## src/rtl/core/hsfc_pkg.sv

```systemverilog
// ----------------------------------------------------------------------------
// hsfc_pkg: half/single float converter package
// Shared types and field constants for the binary16/binary32 converter.
// ----------------------------------------------------------------------------
package hsfc_pkg;

   typedef enum logic {
      ACT_HALF_TO_SINGLE = 1'b0,
      ACT_SINGLE_TO_HALF = 1'b1
   } action_type;

   localparam logic [7:0]  SGL_EXP_MAX    = 8'hff;
   localparam logic [7:0]  SGL_EXP_OVF    = 8'd143;  // half exponent 31 and above
   localparam logic [7:0]  SGL_EXP_SUBMAX = 8'd112;  // half exponent 0 and below
   localparam logic [7:0]  SGL_EXP_TINY   = 8'd102;  // below half subnormal range
   localparam logic [7:0]  EXP_BIAS_DIFF  = 8'd112;
   localparam logic [7:0]  SUB_SHIFT_BASE = 8'd126;
   localparam logic [14:0] HALF_INF       = 15'h7c00;
   localparam logic [14:0] HALF_QNAN      = 15'h7e00;
   localparam logic [23:0] ROUND_HALF     = 24'h000fff;

endpackage

```

## src/rtl/core/hsfc_if.sv

```systemverilog
// ----------------------------------------------------------------------------
// hsfc_req_if / hsfc_rsp_if: converter channels
// Valid/ready channels carrying requests and converted results.
// ----------------------------------------------------------------------------
interface hsfc_req_if;
   import hsfc_pkg::*;
   logic        valid;
   logic        ready;
   action_type  action;
   logic [31:0] operand_bits;
   modport source (output valid, output action, output operand_bits, input ready);
   modport sink   (input valid, input action, input operand_bits, output ready);
endinterface

interface hsfc_rsp_if;
   logic        valid;
   logic        ready;
   logic [31:0] result_bits;
   modport source (output valid, output result_bits, input ready);
   modport sink   (input valid, input result_bits, output ready);
endinterface

```

## src/rtl/core/hsfc_h2s.sv

```systemverilog
// ----------------------------------------------------------------------------
// hsfc_h2s: half to single
// Exact widening; subnormals normalized by a leading-zero search.
// ----------------------------------------------------------------------------
module hsfc_h2s
   import hsfc_pkg::*;
(
   input  logic [15:0] half_bits,
   output logic [31:0] single_bits
);

   logic       sign;
   logic [4:0] expo;
   logic [9:0] mant;
   logic [3:0] msb_pos;
   logic [3:0] lz;
   logic [9:0] norm_mant;
   logic [7:0] sub_exp;

   assign sign = half_bits[15];
   assign expo = half_bits[14:10];
   assign mant = half_bits[9:0];

   always_comb begin
      msb_pos = 4'd0;
      for (int i = 0; i < 10; i++) begin
         if (mant[i]) begin
            msb_pos = 4'(i);
         end
      end
   end

   assign lz        = 4'd10 - msb_pos;
   assign norm_mant = mant << lz;
   assign sub_exp   = 8'd103 + {4'd0, msb_pos};

   always_comb begin
      if (expo == 5'd0) begin
         if (mant == 10'd0) begin
            single_bits = {sign, 31'd0};
         end else begin
            single_bits = {sign, sub_exp, norm_mant, 13'd0};
         end
      end else if (expo == 5'h1f) begin
         single_bits = {sign, 8'hff, mant, 13'd0};
      end else begin
         single_bits = {sign, {3'd0, expo} + EXP_BIAS_DIFF, mant, 13'd0};
      end
   end

endmodule

```

## src/rtl/core/hsfc_s2h.sv

```systemverilog
// ----------------------------------------------------------------------------
// hsfc_s2h: single to half
// Round to nearest even for normals, truncate subnormals, flush tiny values.
// ----------------------------------------------------------------------------
module hsfc_s2h
   import hsfc_pkg::*;
(
   input  logic [31:0] single_bits,
   output logic [15:0] half_bits
);

   logic        sign;
   logic [7:0]  efield;
   logic [22:0] mant;
   logic [7:0]  sub_sh;
   logic [23:0] sub_val;
   logic [4:0]  nexp;
   logic [23:0] rounded;
   logic [4:0]  nexp_up;

   assign sign    = single_bits[31];
   assign efield  = single_bits[30:23];
   assign mant    = single_bits[22:0];
   assign sub_sh  = SUB_SHIFT_BASE - efield;
   assign sub_val = {1'b1, mant} >> sub_sh[4:0];
   assign nexp    = 5'(efield - EXP_BIAS_DIFF);
   assign nexp_up = nexp + 5'd1;
   assign rounded = {1'b0, mant} + ROUND_HALF + {23'd0, mant[13]};

   always_comb begin
      if (efield == SGL_EXP_MAX) begin
         half_bits = {sign, (mant != 23'd0) ? HALF_QNAN : HALF_INF};
      end else if (efield >= SGL_EXP_OVF) begin
         half_bits = {sign, HALF_INF};
      end else if (efield <= SGL_EXP_SUBMAX) begin
         if (efield < SGL_EXP_TINY) begin
            half_bits = {sign, 15'd0};
         end else begin
            half_bits = {sign, 5'd0, sub_val[9:0]};
         end
      end else if (rounded[23]) begin
         half_bits = {sign, nexp_up, 10'd0};
      end else begin
         half_bits = {sign, nexp, rounded[22:13]};
      end
   end

endmodule

```

## src/rtl/core/half_single_float_converter_core.sv

```systemverilog
// ----------------------------------------------------------------------------
// half_single_float_converter_core: binary16 <-> binary32 converter
// Input register, conversion logic, result register.
// ----------------------------------------------------------------------------
//   channel   dir  payload                      role
//   req_bus   in   action, operand_bits[31:0]   conversion request
//   rsp_bus   out  result_bits[31:0]            converted pattern
//
// A request passes the input register, then the result register, before
// result valid rises; one item per cycle is sustained while the result is
// taken. Request ready drops only while both registers hold items and the
// result is not taken.
// Reset clears the stage valid bits only; payload registers are not reset.
module half_single_float_converter_core
   import hsfc_pkg::*;
(
   input  logic         clock,
   input  logic         reset,
   hsfc_req_if.sink     req_bus,
   hsfc_rsp_if.source   rsp_bus
);

   logic        in_vld_ff, in_vld_in;
   action_type  in_act_ff;
   logic [31:0] in_opnd_ff;
   logic        out_vld_ff, out_vld_in;
   logic [31:0] out_res_ff, out_res_in;
   logic        out_load;
   logic        in_load;
   logic [31:0] h2s_res;
   logic [15:0] s2h_res;

   // result register frees when empty or its transfer completes
   assign out_load      = !out_vld_ff || rsp_bus.ready;
   assign in_load       = !in_vld_ff || out_load;
   assign req_bus.ready = in_load;

   assign in_vld_in  = in_load ? req_bus.valid : in_vld_ff;
   assign out_vld_in = out_load ? in_vld_ff : out_vld_ff;

   hsfc_h2s u_h2s (
      .half_bits   (in_opnd_ff[15:0]),
      .single_bits (h2s_res)
   );

   hsfc_s2h u_s2h (
      .single_bits (in_opnd_ff),
      .half_bits   (s2h_res)
   );

   assign out_res_in = (in_act_ff == ACT_SINGLE_TO_HALF) ? {16'd0, s2h_res} : h2s_res;

   always_ff @(posedge clock) begin
      if (reset) begin
         in_vld_ff  <= 1'b0;
         out_vld_ff <= 1'b0;
      end else begin
         in_vld_ff  <= in_vld_in;
         out_vld_ff <= out_vld_in;
      end
   end

   always_ff @(posedge clock) begin
      if (in_load && req_bus.valid) begin
         in_act_ff  <= req_bus.action;
         in_opnd_ff <= req_bus.operand_bits;
      end
      if (out_load && in_vld_ff) begin
         out_res_ff <= out_res_in;
      end
   end

   assign rsp_bus.valid       = out_vld_ff;
   assign rsp_bus.result_bits = out_res_ff;

endmodule
```

## src/flat_wrapper.sv

```systemverilog
// flat-port wrapper written by rule: the top's interface ports become plain ports
module half_single_float_converter_core_flat import hsfc_pkg::*;
  (clock, reset, req_bus_valid, req_bus_action, req_bus_operand_bits, req_bus_ready, rsp_bus_valid, rsp_bus_result_bits, rsp_bus_ready);
  hsfc_req_if req_bus_i ();
  hsfc_rsp_if rsp_bus_i ();
  input  logic clock;
  input  logic reset;
  input wire logic [$bits(req_bus_i.valid)-1:0] req_bus_valid;
  input wire logic [$bits(req_bus_i.action)-1:0] req_bus_action;
  input wire logic [$bits(req_bus_i.operand_bits)-1:0] req_bus_operand_bits;
  output wire logic [$bits(req_bus_i.ready)-1:0] req_bus_ready;
  output wire logic [$bits(rsp_bus_i.valid)-1:0] rsp_bus_valid;
  output wire logic [$bits(rsp_bus_i.result_bits)-1:0] rsp_bus_result_bits;
  input wire logic [$bits(rsp_bus_i.ready)-1:0] rsp_bus_ready;
  assign req_bus_i.valid = req_bus_valid;
  assign req_bus_i.action = req_bus_action;
  assign req_bus_i.operand_bits = req_bus_operand_bits;
  assign req_bus_ready = req_bus_i.ready;
  assign rsp_bus_valid = rsp_bus_i.valid;
  assign rsp_bus_result_bits = rsp_bus_i.result_bits;
  assign rsp_bus_i.ready = rsp_bus_ready;
  half_single_float_converter_core u_core (.clock(clock), .reset(reset), .req_bus(req_bus_i), .rsp_bus(rsp_bus_i));
endmodule
```

## config.mk

```make
export PLATFORM = sky130hd
export DESIGN_NAME = half_single_float_converter_core_flat
export DESIGN_NICKNAME = d
export VERILOG_FILES = /design/src/rtl/core/hsfc_pkg.sv /design/src/rtl/core/hsfc_if.sv /design/src/rtl/core/hsfc_h2s.sv /design/src/rtl/core/hsfc_s2h.sv /design/src/rtl/core/half_single_float_converter_core.sv /design/src/flat_wrapper.sv
export SDC_FILE = /design/constraint.sdc
export NUM_CORES = 1
export LEC_CHECK = 0
export ABC_AREA = 1
export BUFFER_PORTS_ARGS = -buffer_cell sky130_fd_sc_hd__buf_2
export CORE_MARGIN = 3
export CORE_UTILIZATION = 36
export CTS_CLUSTER_DIAMETER = 80
export CTS_CLUSTER_SIZE = 28
export DETAILED_ROUTE_END_ITERATION = 12
export PLACE_DENSITY = 0.67
export SYNTH_ARGS = -nofsm -noshare
export SYNTH_HDL_FRONTEND = slang
export SYNTH_HIERARCHICAL = 1
export SYNTH_SLANG_ARGS = --single-unit
export TNS_END_PERCENT = 30
```

## constraint.sdc

```tcl
create_clock -name clock -period 2.4 [get_ports clock]
set_clock_uncertainty 0.15 [all_clocks]
set_input_delay 0.12 -clock clock [delete_from_list [all_inputs] [get_ports clock]]
set_output_delay 0.12 -clock clock [all_outputs]
set_load 0.05 [all_outputs]
```

# Word-level counts from Yosys, hierarchy flattened
# Index checks and enable logic that the tools add are counted.
[totals]
elab_cells = 49
inputBits = 37
output_inout_bits = 34
regBits = 67
[classes]
n_mux = 19
n_lt_le_gt_ge = 3
addsub = 8
eq_ne = 2
shift = 2
n_reduce_logical = 9
[ops]
columns = ["op", "n"]
rows = [
  ["2-to-1 mux 31 bit", 3],
  ["2-to-1 mux 15 bit", 4],
  ["2-to-1 mux 4 bit", 8],
  ["adder 23 x 12 -> 24 bit (second input constant)", 1],
  ["adder 24 x 1 -> 24 bit", 1],
  [">> shifter 24 x 5 -> 10 bit", 1],
  ["nonzero test 23 bit", 1],
  ["2-to-1 mux 10 bit", 2],
  ["2-to-1 mux 16 bit", 1],
  ["zero test 10 bit", 1],
  ["<< shifter 10 x 4 -> 10 bit", 1],
  ["adder 5 x 7 -> 8 bit (second input constant)", 1],
  ["adder 7 x 4 -> 8 bit (first input constant)", 1],
  ["equality test 8 bit (second input constant)", 1],
  [">= comparator 8 bit (second input constant)", 1],
  ["<= comparator 8 x 7 -> 1 bit (second input constant)", 1],
  ["< comparator 8 x 7 -> 1 bit (second input constant)", 1],
  ["adder 5 x 1 -> 5 bit (second input constant)", 1],
  ["equality test 5 bit (second input constant)", 1],
  ["zero test 5 bit", 1],
  ["subtractor 5 bit (first input constant)", 1],
  ["subtractor 5 bit (second input constant)", 1],
  ["subtractor 4 bit (first input constant)", 1],
  ["logical AND 1 bit", 2],
  ["3 further kinds", 5],
]

# Logic depth before layout (Yosys ltp)
# Gate-level depths: netlist of run 1.
[logic_depth]
depth_word = 14
ltp_mapped = 19
ltp_nobuf = 18

# Cells and area by module
# Netlist of run 1, hierarchy kept.
[by_module_without_submodules]
columns = ["mod", "area_each_um2", "cells_each", "instances", "seq_area_each_um2"]
rows = [
  ["half_single_float_converter_core", 2384.8, 162, 1, 1991.9],
  ["hsfc_s2h", 1895.6, 377, 1, 0.0],
  ["hsfc_h2s", 870.8, 165, 1, 0.0],
]

# Least setup slack after synthesis of run 1
# OpenSTA, ideal clock, no wires.
[synth_timing]
path_type = "reg2reg"
startpoint = "register u_core.out_vld_ff (netlist: u_core/rsp_bus.valid)"
endpoint = "register u_core.out_res_ff[0] (netlist: u_core/rsp_bus.result_bits[0]) (enable)"
setup_time_ns = 0.432
required_time_ns = 1.818
stages_incl_launch_ff = 2
arrival_time_ns = 2.172
period_less_slack_ns = 2.754
setup_slack_ns = -0.354
cell_sequence = "dfxtp_1 > a21oi_1"
[synth_between]
elab_chain_len = 3
[synth_rtl]
columns = ["element", "line_no", "source"]
rows = [
  ["from (decl)", "half_single_float_converter_core.sv:26", "logic out_vld_ff, out_vld_in;"],
  ["from (signal assigned)", "half_single_float_converter_core.sv:59", "out_vld_ff <= out_vld_in;"],
  ["zero test 1 bit", "half_single_float_converter_core.sv:34", "assign out_load = !out_vld_ff || rsp_bus.ready;"],
  ["logical OR 1 bit", "half_single_float_converter_core.sv:34", ""],
  ["logical AND 1 bit", "half_single_float_converter_core.sv:68", "if (out_load && in_vld_ff) begin"],
  ["to (signal assigned)", "half_single_float_converter_core.sv:69", "out_res_ff <= out_res_in;"],
  ["to (decl)", "half_single_float_converter_core.sv:27", "logic [31:0] out_res_ff, out_res_in;"],
]
# No other way between the ends.
# A chain may end at the register's enable or synchronous reset.

# Worst setup path in the final report of run 1
[layout_timing]
startpoint = "register u_core.in_opnd_ff[23]"
endpoint = "register u_core.out_res_ff[4] (netlist: u_core/rsp_bus.result_bits[4]), data pin"
[layout_between]
elab_chain_len = 7
word_cells_on_any_way = 11
[layout_rtl]
columns = ["element", "line_no", "source"]
rows = [
  ["from (decl)", "half_single_float_converter_core.sv:25", "logic [31:0] in_opnd_ff;"],
  ["from (signal assigned)", "half_single_float_converter_core.sv:66", "in_opnd_ff <= req_bus.operand_bits;"],
  ["subtractor 5 bit", "hsfc_s2h.sv:24", "assign sub_sh = SUB_SHIFT_BASE - efield;"],
  [">> shifter 24 x 5 -> 10 bit", "hsfc_s2h.sv:25", "assign sub_val = {1'b1, mant} >> sub_sh[4:0];"],
  ["2-to-1 mux 10 bit", "hsfc_s2h.sv:36", "if (efield < SGL_EXP_TINY) begin"],
  ["2-to-1 mux 15 bit", "hsfc_s2h.sv:35", "end else if (efield <= SGL_EXP_SUBMAX) begin"],
  ["2-to-1 mux 15 bit", "hsfc_s2h.sv:33", "end else if (efield >= SGL_EXP_OVF) begin"],
  ["2-to-1 mux 15 bit (*)", "hsfc_s2h.sv:31", "if (efield == SGL_EXP_MAX) begin"],
  ["net u_core.s2h_res[4]", "half_single_float_converter_core.sv:31", "logic [15:0] s2h_res;"],
  ["2-to-1 mux 16 bit (*)", "half_single_float_converter_core.sv:51", "assign out_res_in = (in_act_ff == ACT_SINGLE_TO_HALF) ? {16'd0, s2h_res} : h2s_res;"],
  ["net u_core.out_res_in[4]", "half_single_float_converter_core.sv:27", ""],
]
# The timed path passes the listed nets; every way through them passes the cells marked *.

==> results.json, run 1 <==
{
  "num_rows": 43,
  "cp_max_fo": 11,
  "cts.sinks": 67,
  "totalWireLength_um": 14000,
  "synthTopCellsByArea": "edfxtp_1 38%, nand2_1 16%, nand3_1 12%, inv_1 5.0%, buf_4 3.6%",
  "cts_max_level": 3,
  "synth_area_per_cell_um2": 7.32,
  "synth-edff-count": 65,
  "grt_max_degree": 33,
  "synth_flop_cell": "edfxtp_1",
  "gp_congestion": 0.942,
  "vias": 5012,
  "syn_to_final_growth_pct": 26.7,
  "cellLeakagePower_nw": 3.04,
  "synth_area_um2": 5150,
  "core_area_um2": 13900,
  "cp-start-kind": "flip-flop",
  "drive_gt1_frac": 0.228,
  "firstDrtPassIters": 7,
  "synth_seq_cells": 67,
  "fmax_ghz": 0.438,
  "diodes": 0,
  "max_slew_margin": 0.613,
  "synthArstFlopShare": 0,
  "status": "completed",
  "max_stage_delay_ns": 0.45,
  "rsz0062_at_grt": "true",
  "synth-xor-area-share": 0.00680,
  "cpMostUsedCell": "nand2_1",
  "synthSimpleGateAreaFrac": 0.393,
  "crit_required_ns": 2.44,
  "root_buffer": "clkbuf_16",
  "synthMuxAreaShare": 0,
  "drtIter0Drc": 474,
  "hold_viol": 0,
  "dpl.cell_count": 954,
  "n_fill_cell": 1418,
  "dieArea_um2": 15800,
  "ys_seq_area_frac": 0.387,
  "clk_latency_ns": 0.35,
  "cpMaxStageDelayCell": "edfxtp_1",
  "setup_viol": 0,
  "synth_cell_type_count": 44,
  "max-vdd-ir-drop_v": 0.000292,
  "io_pins": 71,
  "min_path_type": "input pin to flip-flop",
  "critPathTopFamily": "simple AND/OR/NAND/NOR gates",
  "slew_violations": 0,
  "powerDensity_nw_per_um2": 579,
  "path_clk_slew_ns": 0.06,
  "fp.dieH_um": 126,
  "port_buffers": 70,
  "fin_crit_sh": 0.952,
  "yosysTopAreaCellShare": 0.379,
  "die_w_um": 126,
  "synth_fa_ha_area_frac": 0.00729,
  "tightest_slew_ns": 0.581,
  "ant_nets": 0,
  "synth_warnings": 6,
  "antenna_found_initial": 0,
  "path_cells": "inv_4 > ha_4 > clkinvlp_4 > clkbuf_16 > nand3_1 > nand3_1 > nand3_1 > nand2_1 > nand2_1 > nand2_1 > a21oi_1 > nand2_1 > o21ai_0",
  "end_kind": "flip-flop",
  "grtUsageTotal": 0.181,
  "dpl.hpwl_um": 9970,
  "final_cell_mix": "218 x nand2_1, 123 x nand3_1, 70 x buf_2",
  "synth_largest_area_cell": "edfxtp_1",
  "nets": 870,
  "first_global_vias": 4538,
  "grt_pass1_wl_um": 23200,
  "cts_made_buffers": 9,
  "final_util": 0.469,
  "synth_cells": 704,
  "vias_per_cell": 4.94,
  "remaining_drc_errors": 0,
  "wire_per_inst_um": 13.8,
  "critPathBufInv": 3,
  "synth_top_family_by_area": "simple AND/OR/NAND/NOR gates",
  "period_needed_ns": 2.29,
  "cp.arrival_ns": 2.33,
  "max_cap_viol_count": 0,
  "synth-compound-area-share": 0.0770,
  "crit_type": "flip-flop to flip-flop",
  "clock_path_buffers": 2,
  "instances_no_fill": 1015,
  "gr-total-overflow": 0,
  "start_util": 0.370,
  "mostFrequentLayoutCell": "nand2_1",
  "cts_tree": "done"
}
logic make-up (layout without fill, tap and decap cells):
logic type	Yosys count	after routing
buf+inv	127	246
fa+ha+maj	3	3
compound gates	65	65
flops	67	67
xor+xnor	4	4
simple gates	437	437
other cells	1	13
synthesized netlist by cell type, types with 3 or more instances:
cell	instances
inv_1	68
nand3b_1	4
o21ai_0	27
buf_6	6
nand2_1	220
buf_2	10
nor3_1	9
edfxtp_1	65
o21ai_1	11
nor2_1	38
a21oi_1	14
nand3_2	4
nand3_1	127
nand2_2	11
nand2_4	7
xor2_1	3
o211ai_1	4
buf_4	25
ha_1	3
inv_2	12
nand4_1	3
nor2_4	4
worst min-delay path: cells and delay by family:
| kind | cells | cell delay [ns] |
|---|---|---|
| buffers and inverters | 2 | 0.21 |
| and+or+nand+nor | 1 | 0.05 |
per-layer routing:
| metal | track usage | vias up | share of wire |
|---|---|---|---|
| met3 | 0.0433 | 26 | 0.092 |
| met4 | 0.0676 | 0 | 0.018 |
| met5 | 0 | - | 0 |
| li1 | - | 2546 | - |
| met1 | 0.262 | 2180 | 0.47 |
| met2 | 0.264 | 260 | 0.42 |
power by group:
part | internal, mW | total (mW) | switching (mW)
registers | 1.37 | 1.41 | 0.0494
clock network | 0.821 | 1.37 | 0.545
logic | 0.359 | 0.998 | 0.638
what timing repair did:
item                                    4_1_cts  5_1_grt
hold buffers                                 36        0
resized for setup                             0       16
buffers inserted                              0        8
hold endpoints to repair                     35        0
endpoints found under the setup margin        0       18
cell type report:
| class | count | area (um2) | share of cell area |
|---|---|---|---|
| multi-input cells | 522 | 2590 | 0.396 |
| repair buffers | 148 | 1100 | 0.168 |
| flip-flops and latches | 67 | 1990 | 0.305 |
| inverters | 82 | 319 | 0.0489 |
| clock inverters | 7 | 82.6 | 0.0126 |
| clock buffers | 9 | 225 | 0.0345 |
| well taps | 180 | 225 | 0.0345 |
sequential cells by signal (all words and copies together), names as in the netlist:
signal                      flops
u_core/rsp_bus.result_bits     32
u_core/in_act_ff                1
u_core/rsp_bus.valid            1
u_core/in_opnd_ff              32
u_core/in_vld_ff                1
path summary, 6_finish.rpt:
check / start / to / slack, ns / cells past startpoint
worst max-delay path: u_core/in_opnd_ff[23] / u_core/rsp_bus.result_bits[4] / 0.11 / 13
worst max register to register: u_core/in_opnd_ff[23] / u_core/rsp_bus.result_bits[4] / 0.11 / 13
worst min register to register: u_core/in_vld_ff / u_core/rsp_bus.valid / 0.34 / 2
worst min-delay path: req_bus_valid / u_core/in_act_ff / 0.02 / 3
metrics by stage:
stage / setup TNS (ns) / setup WS, ns / hold slack, ns / area, um2 / power [mW]
floorplan: 0 / 0.0338 / 0.0391 / 5200 / 2.12
global route: -0.155 / -0.0593 / 0.0530 / 6530 / 3.98
detailed placement: 0 / 0.0560 / 0.148 / 5730 / 2.34
finish: 0 / 0.115 / 0.0217 / 6530 / 3.78
global placement: -0.0172 / -0.0172 / 0.146 / 5730 / 2.34
CTS: 0 / 0.0362 / 0.0312 / 6390 / 3.76
Note: power is estimated with default switching activity, not from simulation.
==> run 2, diff against run 1 <==
--- a/config.mk
+++ b/config.mk
@@ -12,7 +12,7 @@
 export CTS_CLUSTER_DIAMETER = 80
 export CTS_CLUSTER_SIZE = 28
 export DETAILED_ROUTE_END_ITERATION = 12
-export PLACE_DENSITY = 0.67
+export PLACE_DENSITY = 0.59
 export SYNTH_ARGS = -nofsm -noshare
 export SYNTH_HDL_FRONTEND = slang
 export SYNTH_HIERARCHICAL = 1
==> run 2 against run 1 <==
Final area rose by 0.27%. Critical path depth stayed put. Combinational power about the same. Cell count increased by 0.59%. Largest power group unchanged. Highest routed layer unchanged.
==> results.json, run 2 (synthesis results as in run 1) <==
{
  "start_util": 0.370,
  "reg2reg_depth": 13,
  "setup_viol": 0,
  "first_global_vias": 4573,
  "cp_max_fo": 11,
  "gp_congestion": 0.945,
  "totalWireLength_um": 13800,
  "clk_latency_ns": 0.34,
  "status": "completed",
  "clock_path_buffers": 2,
  "die_w_um": 126,
  "grt_max_degree": 35,
  "rsz0062_at_grt": "true",
  "dpl.hpwl_um": 10100,
  "gr-total-overflow": 0,
  "r2r-start": "u_core/in_opnd_ff[23]",
  "nets": 876,
  "port_buffers": 70,
  "powerDensity_nw_per_um2": 562,
  "num_rows": 43,
  "crit_required_ns": 2.31,
  "grt_pass1_wl_um": 22900,
  "cp-start-kind": "flip-flop",
  "path_clk_slew_ns": 0.05,
  "cts_made_buffers": 9,
  "final_cell_mix": "220 x nand2_1, 126 x nand3_1, 70 x buf_2",
  "vias": 4960,
  "drive_gt1_frac": 0.219,
  "ant_nets": 0,
  "firstDrtPassIters": 6,
  "mostFrequentLayoutCell": "nand2_1",
  "cts_tree": "done",
  "hold_viol": 0,
  "fin_crit_sh": 0.933,
  "max_slew_margin": 0.662,
  "dieArea_um2": 15800,
  "hold_end": "u_core/in_opnd_ff[10]",
  "vias_per_cell": 4.86,
  "power.total_mw": 3.68,
  "final_util": 0.470,
  "min_path_type": "input pin to flip-flop",
  "r2r_setup_slack_ns": 0.16,
  "stdcell_area_um2": 6550,
  "crit_type": "flip-flop to flip-flop",
  "grtUsageTotal": 0.179,
  "antenna_found_initial": 0,
  "whs_path_depth": 2,
  "period_needed_ns": 2.24,
  "cp.arrival_ns": 2.15,
  "fp.dieH_um": 126,
  "slew_violations": 0,
  "cellLeakagePower_nw": 3.06,
  "core_area_um2": 13900,
  "worstHoldStart": "req_bus_operand_bits[10]",
  "max_cap_viol_count": 0,
  "end_kind": "flip-flop",
  "fmax_ghz": 0.446,
  "root_buffer": "clkbuf_16",
  "diodes": 0,
  "tightest_slew_ns": 0.507,
  "n_fill_cell": 1374,
  "cts_max_level": 3,
  "r2r-end": "u_core/rsp_bus.result_bits[9]",
  "remaining_drc_errors": 0,
  "io_pins": 71,
  "multi_input_area_um2": 2560,
  "cts.sinks": 67,
  "drtIter0Drc": 562,
  "wire_per_inst_um": 13.6,
  "ff_latch_area_um2": 1990,
  "placed_area_um2": 5830,
  "max-vdd-ir-drop_v": 0.000368,
  "syn_to_final_growth_pct": 27.1
}
-- run 2: changes by cell type in the layout (fill, tap and decap cells not counted), sizes merged --
cell         delta
buf             +5
clkbuf          +2
clkinv          +3
clkinvlp        -2
dlygate4sd3     +1
inv             -3
-- run 2: layout make-up --
cell class              instances  area share
multi-input cells             522       0.391
well taps                     180      0.0344
clock buffers                  11      0.0356
inverters                      82      0.0478
flip-flops and latches         67       0.304
clock inverters                 5     0.00822
repair buffers                154       0.179
-- run 2: critical path, cell delays in order (launching register included) --
cell and delay (ns):
edfxtp_1 0.44, inv_4 0.04, ha_1 0.32, inv_2 0.12, buf_12 0.14, nand3_1 0.10, nand3_1 0.14, nand3_1 0.09
nand3_1 0.09, nand2_1 0.06, nand3_1 0.07, nand2_1 0.06, nand2_1 0.06, o21ai_0 0.08
-- run 2: layer usage --
layer  track usage  vias to the layer above  wire length (um)
met1         0.269                     2193              6840
met2         0.266                      200              5830
met4        0.0561                        0               195
met5             0                        -                 0
li1              -                     2556                 -
met3        0.0284                       11               977
-- run 2: report_power, final --
part	total [mW]	switching (mW)	internal [mW]	leakage [nW]
logic	0.999	0.629	0.369	2.28
clock network	1.26	0.466	0.798	0.135
registers	1.42	0.0510	1.37	0.645
-- run 2: repair_timing --
action                                 in CTS  in global routing
resized for setup                           0                  4
setup buffers                               0                  3
setup endpoints to repair                   0                  9
endpoints found under the hold margin      35                  0
hold buffers                               37                  0
-- run 2: how the worst max path moves through the flow --
| stage | endpoint | slack, ns | depth (start not counted) | start |
|---|---|---|---|---|
| 5_1_grt | u_core/rsp_bus.result_bits[8] | -0.02 | 13 | u_core/in_opnd_ff[23] |
| 4_1_cts | u_core/rsp_bus.result_bits[9] | 0.14 | 13 | u_core/in_opnd_ff[23] |
| 3_5_place_dp | u_core/rsp_bus.result_bits[9] | 0.15 | 13 | u_core/in_opnd_ff[23] |
| 2_1_floorplan | u_core/in_act_ff | 0.03 | 3 | u_core/rsp_bus.valid |
| 6_report | u_core/rsp_bus.result_bits[9] | 0.16 | 13 | u_core/in_opnd_ff[23] |
| 3_3_place_gp | u_core/rsp_bus.result_bits[8] | 0.17 | 12 | u_core/in_opnd_ff[23] |
-- run 2: stage by stage --
stage	std cells	setup TNS, ns	hold WS, ns	setup WS, ns
global route	1021	-0.0691	0.339	-0.0226
CTS	1017	0	0.320	0.137
finish	1021	0	0.334	0.160
floorplan	716	0	0.0391	0.0338
global placement	964	0	0.147	0.172
detailed placement	964	0	0.148	0.150
